<file path="src/smbpec_pkg.sv">
package smbpec_pkg;

    localparam int CFG_INDEX_WIDTH = 2;
    localparam int CFG_DATA_WIDTH  = 8;

    typedef enum logic [CFG_INDEX_WIDTH-1:0] {
        CFG_DEVICE_ADDRESS  = 2'd0,
        CFG_OBJECT_COMMAND  = 2'd1,
        CFG_AMBIENT_COMMAND = 2'd2,
        CFG_UNUSED          = 2'd3
    } cfg_index_t;

    typedef enum logic [1:0] {
        STATUS_OK       = 2'd0,
        STATUS_PEC_FAIL = 2'd1,
        STATUS_FAULT    = 2'd2,
        STATUS_RESERVED = 2'd3
    } status_t;

    localparam logic       MODE_READ  = 1'b0;
    localparam logic       MODE_WRITE = 1'b1;

    localparam logic [6:0] DEVICE_ADDRESS_RESET  = 7'd90;
    localparam logic [7:0] OBJECT_COMMAND_RESET  = 8'd7;
    localparam logic [7:0] AMBIENT_COMMAND_RESET = 8'd6;

    localparam logic [7:0]  CRC_POLY      = 8'h07;
    localparam logic [7:0]  CRC_INIT      = 8'h00;
    localparam logic [15:0] FAULT_MASK    = 16'h8000;
    localparam logic signed [17:0] KELVIN_OFFSET = 18'sd27315;

    // One byte of the SMBus PEC, MSB first, no reflection.
    function automatic logic [7:0] crc8_byte(input logic [7:0] crc_in,
                                             input logic [7:0] data);
        logic [7:0] crc;
        crc = crc_in ^ data;
        for (int b = 0; b < 8; b++) begin
            if (crc[7])
                crc = {crc[6:0], 1'b0} ^ CRC_POLY;
            else
                crc = {crc[6:0], 1'b0};
        end
        return crc;
    endfunction

endpackage

</file>
<file path="src/smbus_word_pec_check_and_build_core.sv">
// Pipeline: a transaction accepted at a clock edge is held in the input register; its
// result, with done high, is then loaded into the result register and shown on the outputs.
// Throughput: one transaction per cycle; busy is always low, the PEC over the frame
// is a flat XOR network between the input register and the result register.
// Reset: rst_n is asynchronous and active low; it clears the pipeline valid flags
// and loads the register defaults (address 90, commands 7 and 6).
module smbus_word_pec_check_and_build_core
    import smbpec_pkg::*;
(
    input  logic                       clk,
    input  logic                       rst_n,
    input  logic                       start,
    output logic                       busy,
    input  logic                       mode,
    input  logic [7:0]                 command,
    input  logic [7:0]                 data_low,
    input  logic [7:0]                 data_high,
    input  logic [7:0]                 pec_in,
    output logic                       done,
    output logic [1:0]                 status,
    output logic [15:0]                raw_value,
    output logic signed [17:0]         temp_centi_c,
    output logic [7:0]                 pec_out,
    input  logic                       cfg_write,
    input  logic [CFG_INDEX_WIDTH-1:0] cfg_index,
    input  logic [CFG_DATA_WIDTH-1:0]  cfg_data
);

    logic [6:0] device_address_reg;
    logic [7:0] object_command_reg;
    logic [7:0] ambient_command_reg;

    logic       valid_reg;
    logic       mode_reg;
    logic [7:0] command_reg;
    logic [7:0] data_low_reg;
    logic [7:0] data_high_reg;
    logic [7:0] pec_in_reg;

    logic              done_reg;
    status_t           status_reg;
    logic [15:0]       raw_value_reg;
    logic signed [17:0] temp_reg;
    logic [7:0]        pec_out_reg;

    status_t           status_next;
    logic [15:0]       raw_value_next;
    logic signed [17:0] temp_next;
    logic [7:0]        pec_out_next;

    logic [7:0]  write_addr;
    logic [7:0]  read_addr;
    logic [15:0] word;
    logic [7:0]  crc_head;
    logic [7:0]  crc_read;
    logic [7:0]  crc_write;
    logic        temp_command;
    logic        accept;

    assign busy   = 1'b0;
    assign accept = start && !busy;

    always_ff @(posedge clk or negedge rst_n)
    begin
        if (!rst_n)
        begin
            device_address_reg  <= DEVICE_ADDRESS_RESET;
            object_command_reg  <= OBJECT_COMMAND_RESET;
            ambient_command_reg <= AMBIENT_COMMAND_RESET;
        end
        else if (cfg_write)
        begin
            case (cfg_index)
                CFG_DEVICE_ADDRESS:  device_address_reg  <= cfg_data[6:0];
                CFG_OBJECT_COMMAND:  object_command_reg  <= cfg_data;
                CFG_AMBIENT_COMMAND: ambient_command_reg <= cfg_data;
                default:             ;
            endcase
        end
    end

    always_ff @(posedge clk or negedge rst_n)
    begin
        if (!rst_n)
        begin
            valid_reg <= 1'b0;
            done_reg  <= 1'b0;
        end
        else
        begin
            valid_reg <= accept;
            done_reg  <= valid_reg;
        end
    end

    always_ff @(posedge clk)
    begin
        if (accept)
        begin
            mode_reg      <= mode;
            command_reg   <= command;
            data_low_reg  <= data_low;
            data_high_reg <= data_high;
            pec_in_reg    <= pec_in;
        end
        if (valid_reg)
        begin
            status_reg    <= status_next;
            raw_value_reg <= raw_value_next;
            temp_reg      <= temp_next;
            pec_out_reg   <= pec_out_next;
        end
    end

    always_comb
    begin
        write_addr   = {device_address_reg, 1'b0};
        read_addr    = {device_address_reg, 1'b1};
        word         = {data_high_reg, data_low_reg};
        crc_head     = crc8_byte(crc8_byte(CRC_INIT, write_addr), command_reg);
        crc_read     = crc8_byte(crc8_byte(crc8_byte(crc_head, read_addr),
                                           data_low_reg), data_high_reg);
        crc_write    = crc8_byte(crc8_byte(crc_head, data_low_reg), data_high_reg);
        temp_command = (command_reg == object_command_reg) ||
                       (command_reg == ambient_command_reg);

        status_next    = STATUS_OK;
        raw_value_next = word;
        temp_next      = '0;
        pec_out_next   = crc_write;

        if (mode_reg == MODE_READ)
        begin
            pec_out_next = crc_read;
            if (crc_read != pec_in_reg)
            begin
                status_next    = STATUS_PEC_FAIL;
                raw_value_next = '0;
            end
            else if (temp_command && ((word & FAULT_MASK) != '0))
            begin
                status_next = STATUS_FAULT;
            end
            else
            begin
                temp_next = $signed({1'b0, word, 1'b0}) - KELVIN_OFFSET;
            end
        end
    end

    assign done         = done_reg;
    assign status       = status_reg;
    assign raw_value    = raw_value_reg;
    assign temp_centi_c = temp_reg;
    assign pec_out      = pec_out_reg;

`ifndef ASSERT_OFF
    a_done_follows_accept: assert property (@(posedge clk) disable iff (!rst_n)
        accept |=> ##1 done)
        else $error("Accepted transaction did not produce a result two cycles later.");

    a_no_spurious_done: assert property (@(posedge clk) disable iff (!rst_n)
        done |-> $past(accept, 2))
        else $error("Result strobe without an accepted transaction.");

    a_pec_fail_clears: assert property (@(posedge clk) disable iff (!rst_n)
        (done && status == STATUS_PEC_FAIL) |-> (raw_value == '0 && temp_centi_c == '0))
        else $error("PEC mismatch result carries data.");

    a_fault_flag: assert property (@(posedge clk) disable iff (!rst_n)
        (done && status == STATUS_FAULT) |-> (raw_value[15] && temp_centi_c == '0))
        else $error("Sensor fault result is inconsistent.");
`endif

endmodule
</file>
<file path="config.mk">
export PLATFORM = sky130hd
export DESIGN_NAME = smbus_word_pec_check_and_build_core
export DESIGN_NICKNAME = d
export VERILOG_FILES = /design/src/smbpec_pkg.sv /design/src/smbus_word_pec_check_and_build_core.sv
export SDC_FILE = /design/constraint.sdc
export NUM_CORES = 1
export LEC_CHECK = 0
export ABC_AREA = 1
export ABC_CLOCK_PERIOD_IN_PS = 3750
export BUFFER_PORTS_ARGS = -buffer_cell sky130_fd_sc_hd__buf_2
export CORE_MARGIN = 4
export CORE_UTILIZATION = 30
export DETAILED_ROUTE_END_ITERATION = 10
export SLEW_MARGIN = 20
export SYNTH_ARGS = -nofsm -noshare
export SYNTH_HDL_FRONTEND = slang
export SYNTH_SLANG_ARGS = --single-unit
</file>
<file path="constraint.sdc">
create_clock -name clk -period 3.75 [get_ports clk]
set_input_delay 0.75 -clock clk [delete_from_list [all_inputs] [get_ports clk]]
set_output_delay 0.75 -clock clk [all_outputs]
set_load 0.05 [all_outputs]
</file>
Word-level counts from Yosys, hierarchy flattened

Cells that the tools add are included.

$add $sub $neg: 1
Equality and inequality tests: 5
Mux-type cells: 61
Bitwise gates (word level): 62
Reduce and logical (&&, ||, !) cells: 8

Operators by type and width:

| kind                                                 | number |
|---|---|
| two-way mux 3 bit                                    | 56 |
| inverter 3 bit                                       | 56 |
| XOR 8 bit                                            | 6 |
| two-way mux 16 bit                                   | 2 |
| subtractor 17 x 15 -> 18 bit (second input constant) | 1 |
| == test 8 bit                                        | 2 |
| two-way mux 8 bit                                    | 1 |
| != test 8 bit                                        | 1 |
| AND reduction 2 bit                                  | 3 |
| OR reduction 3 bit                                   | 1 |
| == test 2 x 1 -> 1 bit (second input constant)       | 1 |
| == test 2 bit (second input constant)                | 1 |
| zero test 2 bit                                      | 1 |
| two-way mux 2 bit                                    | 1 |
| OR reduction 2 bit                                   | 1 |
| logical AND 1 bit                                    | 1 |
| logical OR 1 bit                                     | 1 |
| two-way mux 1 bit                                    | 1 |

Register bits: 102
Logic and storage cells: 152

Longest topological paths before layout

Gate-level depths: netlist of run 1.

Depth in word-level cells: 87
Gate-level depth with buffers: 36
Mapped depth without buffers: 34

Least setup slack after synthesis of run 1

OpenSTA, ideal clock, no wires.

Path kind: reg2reg
Start: register device_address_reg[1]
End: register status_reg[0] (netlist: status[0]), data pin
Library setup time: 250 ps
Arrival: 3219 ps
Path slack: 282 ps
Cell stages (with the launch flop): 33
Buffers on the path: 2
Path through: dfstp_2 > buf_4 > inv_2 > nand2_1 > nand2_2 > inv_1 > nand2_1 > nand2_2 > nand2_2 > nand2_2 > nand2_2 > nand2_2 > nand3_2 > nand2_4 > inv_2 > nand2_4 > nand2_4 > nand2_2 > nand2_2 > nand3_1 > nand3_1 > nand2_4 > nand2_1 > nand2_1 > nand2_1 > nand2_1 > xor2_1 > nand3_2 > nor2_4 > nand2_2 > buf_6 > nand2_1 > inv_1

Cells in the longest elaborated chain, start to end: 31

Ends and longest elaborated chain:

| what                     | line                                       | text |
|---|---|---|
| from (decl)              | smbus_word_pec_check_and_build_core.sv:29  | `logic [6:0] device_address_reg;` |
| from (signal assigned)   | smbus_word_pec_check_and_build_core.sv:74  | `CFG_DEVICE_ADDRESS: device_address_reg <= cfg_data[6:0];` |
| two-way mux 3 bit        | smbpec_pkg.sv:38                           | `if (crc[7])` |
| inverter 3 bit (no line) | -                                          |  |
| two-way mux 3 bit        | smbpec_pkg.sv:38                           |  |
| inverter 3 bit (no line) | -                                          |  |
| two-way mux 3 bit        | smbpec_pkg.sv:38                           |  |
| XOR 8 bit                | smbpec_pkg.sv:36                           | `crc = crc_in ^ data;` |
| two-way mux 3 bit        | smbpec_pkg.sv:38                           |  |
| inverter 3 bit (no line) | -                                          |  |
| [15 not listed]          | -                                          |  |
| XOR 8 bit (*)            | smbpec_pkg.sv:36                           |  |
| two-way mux 3 bit        | smbpec_pkg.sv:38                           |  |
| inverter 3 bit (no line) | -                                          |  |
| two-way mux 3 bit        | smbpec_pkg.sv:38                           |  |
| inverter 3 bit (no line) | -                                          |  |
| two-way mux 3 bit        | smbpec_pkg.sv:38                           |  |
| != test 8 bit (*)        | smbus_word_pec_check_and_build_core.sv:135 | `if (crc_read != pec_in_reg)` |
| two-way mux 1 bit (*)    | smbus_word_pec_check_and_build_core.sv:135 |  |
| to (signal assigned)     | smbus_word_pec_check_and_build_core.sv:108 | `status_reg <= status_next;` |
| to (decl)                | smbus_word_pec_check_and_build_core.sv:41  | `status_t status_reg;` |

Every way passes the cells marked *; elsewhere a longest branch is shown, timed or not.
A chain may end at the register's enable or synchronous reset.

Worst setup path after layout of run 1

Start: register device_address_reg[4]
End: register status_reg[0] (netlist: status[0]), data pin

Same word-level chain as after synthesis.

==> results.json, run 1 <==
{
  "ios": 93,
  "coreArea_um2": 22700,
  "track_usage": 0.142,
  "antenna_found_initial": 0,
  "worstSetupEndpointType": "flip-flop",
  "synth-seq-area-share": 0.425,
  "final_cell_mix": "nand2_1 (184), nand2_2 (107), buf_2 (91), edfxtp_1 (77), buf_4 (67)",
  "initial_core_util": 0.306,
  "dpl.hpwl_um": 14500,
  "synth_area_um2": 6950,
  "synth_edf_count": 77,
  "worst_pin_slew_ns": 1.02,
  "drtIter0Drc": 397,
  "finalCritPeriodShare": 1.02,
  "yosys_warnings": 0,
  "clock-sinks": 102,
  "max_stage_delay_ns": 0.63,
  "final_nets": 1074,
  "place_area_um2": 8090,
  "skew_ns": 0.0122,
  "final_common_cell": "nand2_1",
  "insertedDiodeCount": 0,
  "max_freq_mhz": 262,
  "dr.pass1.iters": 5,
  "die_x_um": 160,
  "synth_cell_type_count": 39,
  "netlist_instances": 862,
  "fin_crit_ns": 3.81,
  "start_kind": "flip-flop",
  "overflow": 0,
  "vias_per_cell": 4.78,
  "syn_to_final_growth_pct": 40.7,
  "setup_slack_ns": -0.0618,
  "syn-num-nets": 910,
  "wirelength_um": 19600,
  "routabilityCongestion": 0.893,
  "crit_path_max_fanout": 19,
  "wl_per_cell_um": 14.9,
  "cp_slowest_cell": "dfstp_2",
  "ys_async_sr_fraction": 0.245,
  "clock_tree.root_cell": "clkbuf_16",
  "grt_pass1_wl_um": 29600,
  "final-instance-count-excl-fill": 1316,
  "synthFlopType": "edfxtp_1",
  "largest_register_ffs": 18,
  "synth-seq-cells": 102,
  "cts.clk_slew.worst_paths_ns": 0.08,
  "rsz0062_at_grt": "yes",
  "htree_levels": 3,
  "arrival_ns": 3.93,
  "cts_max_path_buffers": 2,
  "hold_viol": 0,
  "ant_nets": 0,
  "cts_buffers": 9,
  "avgSynthCellArea_um2": 8.06,
  "row_count": 55,
  "cap_viol_max_count": 0,
  "drive_above_1_share": 0.492,
  "chipHeight_um": 160,
  "dp.cells": 1277,
  "synth_largest_area_cell": "edfxtp_1",
  "synthTopCellsByArea": "edfxtp_1 (33%), nand2_1 (16%), nand3_1 (8.2%), dfrtp_1 (5.8%), xor2_1 (5.5%)",
  "synth_top_area_share": 0.333,
  "slew_headroom": 0.316,
  "post-route-cell-area_um2": 9770,
  "setup_viol_count_final": 20,
  "final_max_slew_viol_count": 0,
  "die_area_um2": 25600,
  "grt_max_degree": 46,
  "min_path_type": "primary input to async pin",
  "grt_pass1_vias": 5879,
  "cp_common_cell": "nand2_2",
  "io_buffers": 91,
  "path_class": "flip-flop to flip-flop",
  "clock_latency_ns": 0.36,
  "r2r_slack_ns": -0.06,
  "cp_data_required_time_ns": 3.87,
  "drc": 0,
  "status": "finished, violations left",
  "cts_tree": "yes",
  "dr_total_vias": 6293,
  "violations": "negative setup slack",
  "tns_ns": -0.623
}
[area by class of cell]
class,instances,area [µm²]
Inverter,88,350
Clock inverter,5,46.3
Clock buffer,11,244
Tap cell,285,357
Sequential cell,102,2950
Fill cell,2196,12900
Multi-Input combinational cell,660,4750
Timing Repair Buffer,165,1070
[cell usage after synthesis (all sizes together) (7+ instances only)]
| cell type | count |
|---|---|
| edfxtp | 77 |
| xnor2 | 18 |
| a21oi | 23 |
| xor2 | 45 |
| nor2 | 33 |
| inv | 86 |
| dfrtp | 16 |
| dfstp | 9 |
| or2 | 7 |
| nand3 | 132 |
| nand2 | 347 |
| o21ai | 32 |
[path summary, 6_finish.rpt]
check,startpoint,to,cells past startpoint
setup / recovery,device_address_reg[4],status[0],30
hold / removal,rst_n,ambient_command_reg[0],1
setup reg to reg,device_address_reg[4],status[0],30
hold reg to reg,object_command_reg[1],object_command_reg[1],2
max in group asynchronous,rst_n,valid_reg,1
min in group clk,object_command_reg[1],object_command_reg[1],2
[logic make-up after synthesis]
| family | count (synthesis) | synth area share |
|---|---|---|
| simple gates | 535 | 0.380 |
| flops | 102 | 0.425 |
| buf+inv | 100 | 0.0585 |
| xor+xnor | 65 | 0.0870 |
| compound gates | 58 | 0.0477 |
| fa+ha+maj | 1 | 0.00180 |
| other cells | 1 | 0.000540 |
[metrics by stage]
stage | utilization | setup slack, ns | hold WS, ns
after floorplan | - | 0.282 | 0.454
after global placement | 0.356 | -0.0709 | 0.483
after detailed placement | 0.356 | -0.127 | 0.492
after CTS | 0.390 | -0.00784 | 0.384
after global routing | 0.430 | -0.349 | 0.416
final | 0.430 | -0.0618 | 0.379
[per-layer routing]
layer / track usage / wire, µm / vias to the layer above
met5: 0 / 0 / -
li1: - / - / 3132
met2: 0.230 / 9570 / 148
met3: 0.0248 / 1020 / 17
met1: 0.196 / 8830 / 2996
met4: 0.0383 / 221 / 0
[worst max-delay path, delay by kind of cell (launching register included)]
kind	cells	cell delay (ns)
buffers and inverters	4	0.39
flip-flops	1	0.63
AND/OR/NAND/NOR	26	2.54
[what timing repair did]
item / CTS / global route
cloned: 1 / 0
setup endpoints to repair: 36 / 38
hold buffers: 0 / 0
setup buffers: 10 / 12
resized for setup: 106 / 192
pin swaps: 48 / 82
Power of run 1 is not shown: default switching activity piles up to over one toggle a cycle in this logic, so the estimate is an artifact.
==> run 2: changes to the inputs <==
- ABC_AREA: 1 -> default
==> run 2 against run 1 <==
The run now ends clean. Final cell count shrank 41%. Fmax grew 6.1%. Die area shrank 16%. Synthesized area shrank 16%. Critical endpoint is now temp_centi_c[12]. Highest routed layer unchanged.
==> results.json, run 2 <==
{
  "synth_top_area_share": 0.398,
  "routabilityCongestion": 0.853,
  "cap_viol_max_count": 0,
  "dpl.hpwl_um": 9900,
  "drive_above_1_share": 0.357,
  "worstSetupEndpointType": "flip-flop",
  "final_nets": 558,
  "initial_core_util": 0.308,
  "htree_levels": 3,
  "final_max_slew_viol_count": 0,
  "ios": 93,
  "yosys_warnings": 0,
  "skew_ns": 0.0114,
  "clock_tree.root_cell": "clkbuf_16",
  "overflow": 0,
  "synth_compound_area_frac": 0.0217,
  "path_class": "flip-flop to flip-flop",
  "largest_register_ffs": 18,
  "arrival_ns": 3.79,
  "synth_cell_type_count": 40,
  "die_x_um": 147,
  "cts.clk_slew.worst_paths_ns": 0.07,
  "max_freq_mhz": 278,
  "clock-sinks": 102,
  "io_buffers": 91,
  "post-route-cell-area_um2": 7050,
  "synth_top_family_by_area": "XOR/XNOR gates",
  "place_area_um2": 6660,
  "coreArea_um2": 18900,
  "start_kind": "flip-flop",
  "grt_pass1_wl_um": 20200,
  "fillers": 1858,
  "drtIter0Drc": 152,
  "synthTopCellsByArea": "edfxtp_1 (40%), xnor2_1 (15%), xnor3_1 (8.1%), dfrtp_1 (6.9%), xor2_1 (4.7%)",
  "status": "completed",
  "crit_path_max_fanout": 15,
  "final_common_cell": "buf_2",
  "synthXorXnorAreaFrac": 0.340,
  "cp_data_required_time_ns": 3.95,
  "grt_pass1_vias": 3520,
  "synthSimpleGateAreaFrac": 0.0603,
  "synthFlopType": "edfxtp_1",
  "die_area_um2": 21700,
  "avgSynthCellArea_um2": 14.4,
  "worst_pin_slew_ns": 0.996,
  "synth_fa_ha_area_frac": 0.00215,
  "tns_ns": 0,
  "synthTopCellsByCount": "xnor2_1 (97), edfxtp_1 (77), xor2_1 (31), mux2_2 (24), nor2_1 (24)",
  "min_path_type": "primary input to async pin",
  "chipHeight_um": 147,
  "wl_per_cell_um": 16.5,
  "hold_viol": 0,
  "cts_max_path_buffers": 2,
  "synth-seq-area-share": 0.507,
  "wirelength_um": 12800,
  "netlist_instances": 405,
  "slew_headroom": 0.336,
  "dr_total_vias": 3295,
  "synth_area_um2": 5810,
  "grt_max_degree": 46,
  "row_count": 50,
  "clock_latency_ns": 0.35,
  "track_usage": 0.122,
  "yosysMostFrequentCell": "xnor2_1",
  "cts_hold_buf": 0,
  "insertedDiodeCount": 0,
  "setup_viol_count_final": 0,
  "ys_async_sr_fraction": 0.245,
  "cts_buffers": 9,
  "fin_crit_ns": 3.59,
  "antenna_found_initial": 0,
  "syn-num-nets": 453,
  "dr.pass1.iters": 4,
  "ant_nets": 0,
  "synth_edf_count": 77,
  "vias_per_cell": 4.25,
  "final_cell_mix": "buf_2 (91), xnor2_1 (90), edfxtp_1 (77), xor2_1 (30)",
  "drc": 0,
  "finalCritPeriodShare": 0.958,
  "synth-seq-cells": 102,
  "hold_slack_ns": 0.395,
  "synth_largest_area_cell": "edfxtp_1",
  "synth_mux_area_frac": 0.0465,
  "cts_tree": "yes",
  "syn_to_final_growth_pct": 21.2
}
-- run 2: cell types whose count changed in the layout (fill, tap and decap cells not counted), sizes merged, moves of 24 or more --
| cell | delta |
|---|---|
| nand2 | -341 |
| mux2 | +24 |
| o21ai | -26 |
| buf | -49 |
| inv | -85 |
| xnor2 | +85 |
| nand3 | -131 |
-- run 2: repair_timing --
action	CTS	global route
buffers inserted	0	3
gates resized for setup	0	11
endpoints found under the hold margin	0	0
endpoints found under the setup margin	0	32
-- run 2: path summary, 6_finish.rpt --
kind                                        startpoint                     end  slack [ns]  cells past startpoint
worst min register to register  ambient_command_reg[4]  ambient_command_reg[4]        0.53                      1
worst max register to register   device_address_reg[4]        temp_centi_c[12]        0.16                     10
min in group clk                ambient_command_reg[4]  ambient_command_reg[4]        0.53                      1
worst max-delay path             device_address_reg[4]        temp_centi_c[12]        0.16                     10
worst min-delay path                             rst_n   object_command_reg[7]        0.40                      1
max in group asynchronous                        rst_n               valid_reg        2.94                      1
-- run 2: logic make-up after synthesis --
| family | Yosys count |
|---|---|
| xor gates and xnor gates | 167 |
| DFF | 102 |
| and+or+nand+nor | 65 |
| buffers and inverters | 26 |
| muxes | 24 |
| AOI/OAI and AO/OA | 19 |
| adders and majority gates | 1 |
| other | 1 |
-- run 2: stage by stage --
stage | instances | util | setup WS [ns]
6_report | 775 | 0.373 | 0.156
5_1_grt | 775 | 0.373 | -0.0292
4_1_cts | 772 | 0.368 | 0.0881
3_5_place_dp | 756 | 0.353 | 0.130
3_3_place_gp | 756 | 0.353 | 0.162
2_1_floorplan | 405 | - | 0.169
-- run 2: layout make-up --
| class | count | area (µm²) | share of cell area |
|---|---|---|---|
| tap | 260 | 325 | 0.0462 |
| multi-input combinational | 277 | 2810 | 0.399 |
| clock buffer | 10 | 229 | 0.0325 |
| timing repair buffer | 115 | 648 | 0.0920 |
| clock inverter | 6 | 61.3 | 0.00870 |
| inverter | 5 | 18.8 | 0.00266 |
| sequential | 102 | 2950 | 0.419 |
-- run 2: worst max-delay path, stage by stage, from the launching register on --
cell and delay (ns):
dfstp_2 0.57, xnor3_1 0.50, xnor2_2 0.28, xor3_2 0.42, xnor3_1 0.40, xnor2_1 0.15
or3_1 0.42, a21oi_4 0.25, nand4b_4 0.13, buf_4 0.21, nor2_1 0.12
-- run 2: per-layer routing --
layer,GRT usage,part of all wire
met1,0.164,0.46
met2,0.197,0.48
met3,0.0293,0.045
met4,0.0349,0.013
met5,0,0
Power of run 2 is left out for the same reason.
==> run 3: changes to the inputs <==
- CORE_MARGIN: 4 -> default
- RECOVER_POWER: default -> 50
==> run 3 against run 2 <==
The flow now finishes with violations (max-capacitance violations, max-slew violations). Register-to-register slack is essentially flat. Count of clock-buffer cells in the layout is the same. First-iteration DRC count down 3.9%. Die area is 8.0% lower. Via count rose by 0.46%. Sequential cell count stayed put. Design area fell by 0.30%. Sequential share of layout area is 0.11 points higher. Critical path type unchanged.
==> results.json, run 3 (synthesized netlist as in run 2, its figures left out) <==
{
  "r2r_slack_ns": 0.15,
  "dpl.hpwl_um": 9700,
  "vias_per_cell": 4.26,
  "arrival_ns": 3.81,
  "initial_core_util": 0.309,
  "final_cell_mix": "xnor2_1 (92), buf_2 (82), edfxtp_1 (77), xor2_1 (30)",
  "cp.depth": 10,
  "clock-sinks": 102,
  "start_kind": "flip-flop",
  "grtUsageMet1": 0.175,
  "grt_use_met2": 0.225,
  "worstSetupEndpointType": "flip-flop",
  "holdPathStages": 1,
  "worst_pin_slew_ns": 1.98,
  "clock_latency_ns": 0.35,
  "min_path_type": "flip-flop to flip-flop",
  "grt-busiest-layer": "met2",
  "wirelength_um": 12500,
  "dr_total_vias": 3310,
  "final_common_cell": "xnor2_1",
  "ff2ff_path_depth": 10,
  "ios": 93,
  "grt_max_degree": 46,
  "largest_register_ffs": 18,
  "grt_pass1_vias": 3561,
  "crit_end": "temp_centi_c[10]",
  "io_buffers": 91,
  "final_nets": 560,
  "r2r-start": "device_address_reg[5]",
  "drive_above_1_share": 0.335,
  "path_class": "flip-flop to flip-flop",
  "chipHeight_um": 141,
  "crit_chain": "xnor3_2 -> xor3_1 -> xnor2_2 -> xnor2_2 -> xor3_1 -> or3_1 -> a21oi_4 -> nand4b_4 -> buf_4 -> nor2_1",
  "cp_data_required_time_ns": 3.96,
  "coreArea_um2": 18800,
  "final_max_slew_viol_count": 81,
  "drtIter0Drc": 146,
  "rsz0062_at_grt": "no",
  "setup.worst_path.start": "device_address_reg[5]",
  "max_freq_mhz": 278,
  "die_x_um": 141,
  "cp_slowest_cell": "xnor3_2",
  "finalCritPeriodShare": 0.960,
  "violations": "max-capacitance violations, max-slew violations",
  "setup_viol_count_final": 0,
  "hold_viol": 0,
  "cts.clk_slew.worst_paths_ns": 0.07,
  "crit_family": "XOR/XNOR gates",
  "syn_to_final_growth_pct": 20.9,
  "routabilityCongestion": 0.808,
  "row_count": 50,
  "dr.pass1.iters": 4,
  "antenna_found_initial": 0,
  "utilization": 0.373,
  "cts_buffers": 9,
  "cts_max_path_buffers": 2,
  "r2r_end": "temp_centi_c[10]",
  "drc": 0,
  "track_usage": 0.137,
  "skew_ns": 0.00610,
  "wl_per_cell_um": 16.1,
  "die_area_um2": 19900,
  "clock_tree.root_cell": "clkbuf_16",
  "grt_pass1_wl_um": 20100,
  "fin_crit_ns": 3.60,
  "met3_usage": 0.0353,
  "worst-path-buf-inv": 1,
  "ant_nets": 0,
  "htree_levels": 3,
  "max_stage_delay_ns": 0.57,
  "insertedDiodeCount": 0,
  "crit_path_max_fanout": 15,
  "overflow": 0,
  "cap_viol_max_count": 2,
  "cts_tree": "yes",
  "status": "finished, violations left",
  "cts_hold_buf": 0,
  "tns_ns": 0,
  "slew_headroom": -0.318
}
[run 3: changes by cell type in the layout (fill, tap and decap cells not counted), sizes merged]
cell	previous run	this run
clkinvlp	1	2
buf	115	107
clkinv	3	1
inv	6	7
clkbuf	10	20
[run 3: layout make-up]
type                       count  area [µm²]
sequential                   102        2950
tap                          260         325
multi-input combinational    277        2790
timing repair buffer         117         648
inverter                       5        18.8
clock buffer                  10         229
fill                        1811       11800
clock inverter                 6        68.8
[run 3: worst min-delay path by stage]
stage | startpoint | to | slack (ns)
2_1_floorplan | rst_n | ambient_command_reg[0] | 0.45
3_3_place_gp | ambient_command_reg[0] | ambient_command_reg[0] | 0.51
3_5_place_dp | object_command_reg[3] | object_command_reg[3] | 0.52
4_1_cts | rst_n | object_command_reg[5] | 0.39
5_1_grt | object_command_reg[3] | object_command_reg[3] | 0.55
6_report | ambient_command_reg[0] | ambient_command_reg[0] | 0.53
[run 3: through the flow]
stage	hold slack, ns	setup WS [ns]	instance area (µm²)	std cells
after floorplan	0.454	0.169	5810	405
after global placement	0.511	0.127	6690	760
after detailed placement	0.516	0.0869	6690	760
after CTS	0.392	0.0590	6990	776
after global routing	0.549	0.00483	7030	777
final	0.527	0.151	7030	777
[run 3: timing repair]
item	in CTS	in global routing
setup endpoints to repair	0	17
setup buffers	0	1
gates resized for setup	0	7
[run 3: per-layer routing]
layer / vias up / wire length (µm)
li1: 1598 / -
met1: 1609 / 5740
met2: 88 / 5950
met3: 15 / 605
met4: 0 / 214
met5: - / 0
Power of run 3 is left out for the same reason.
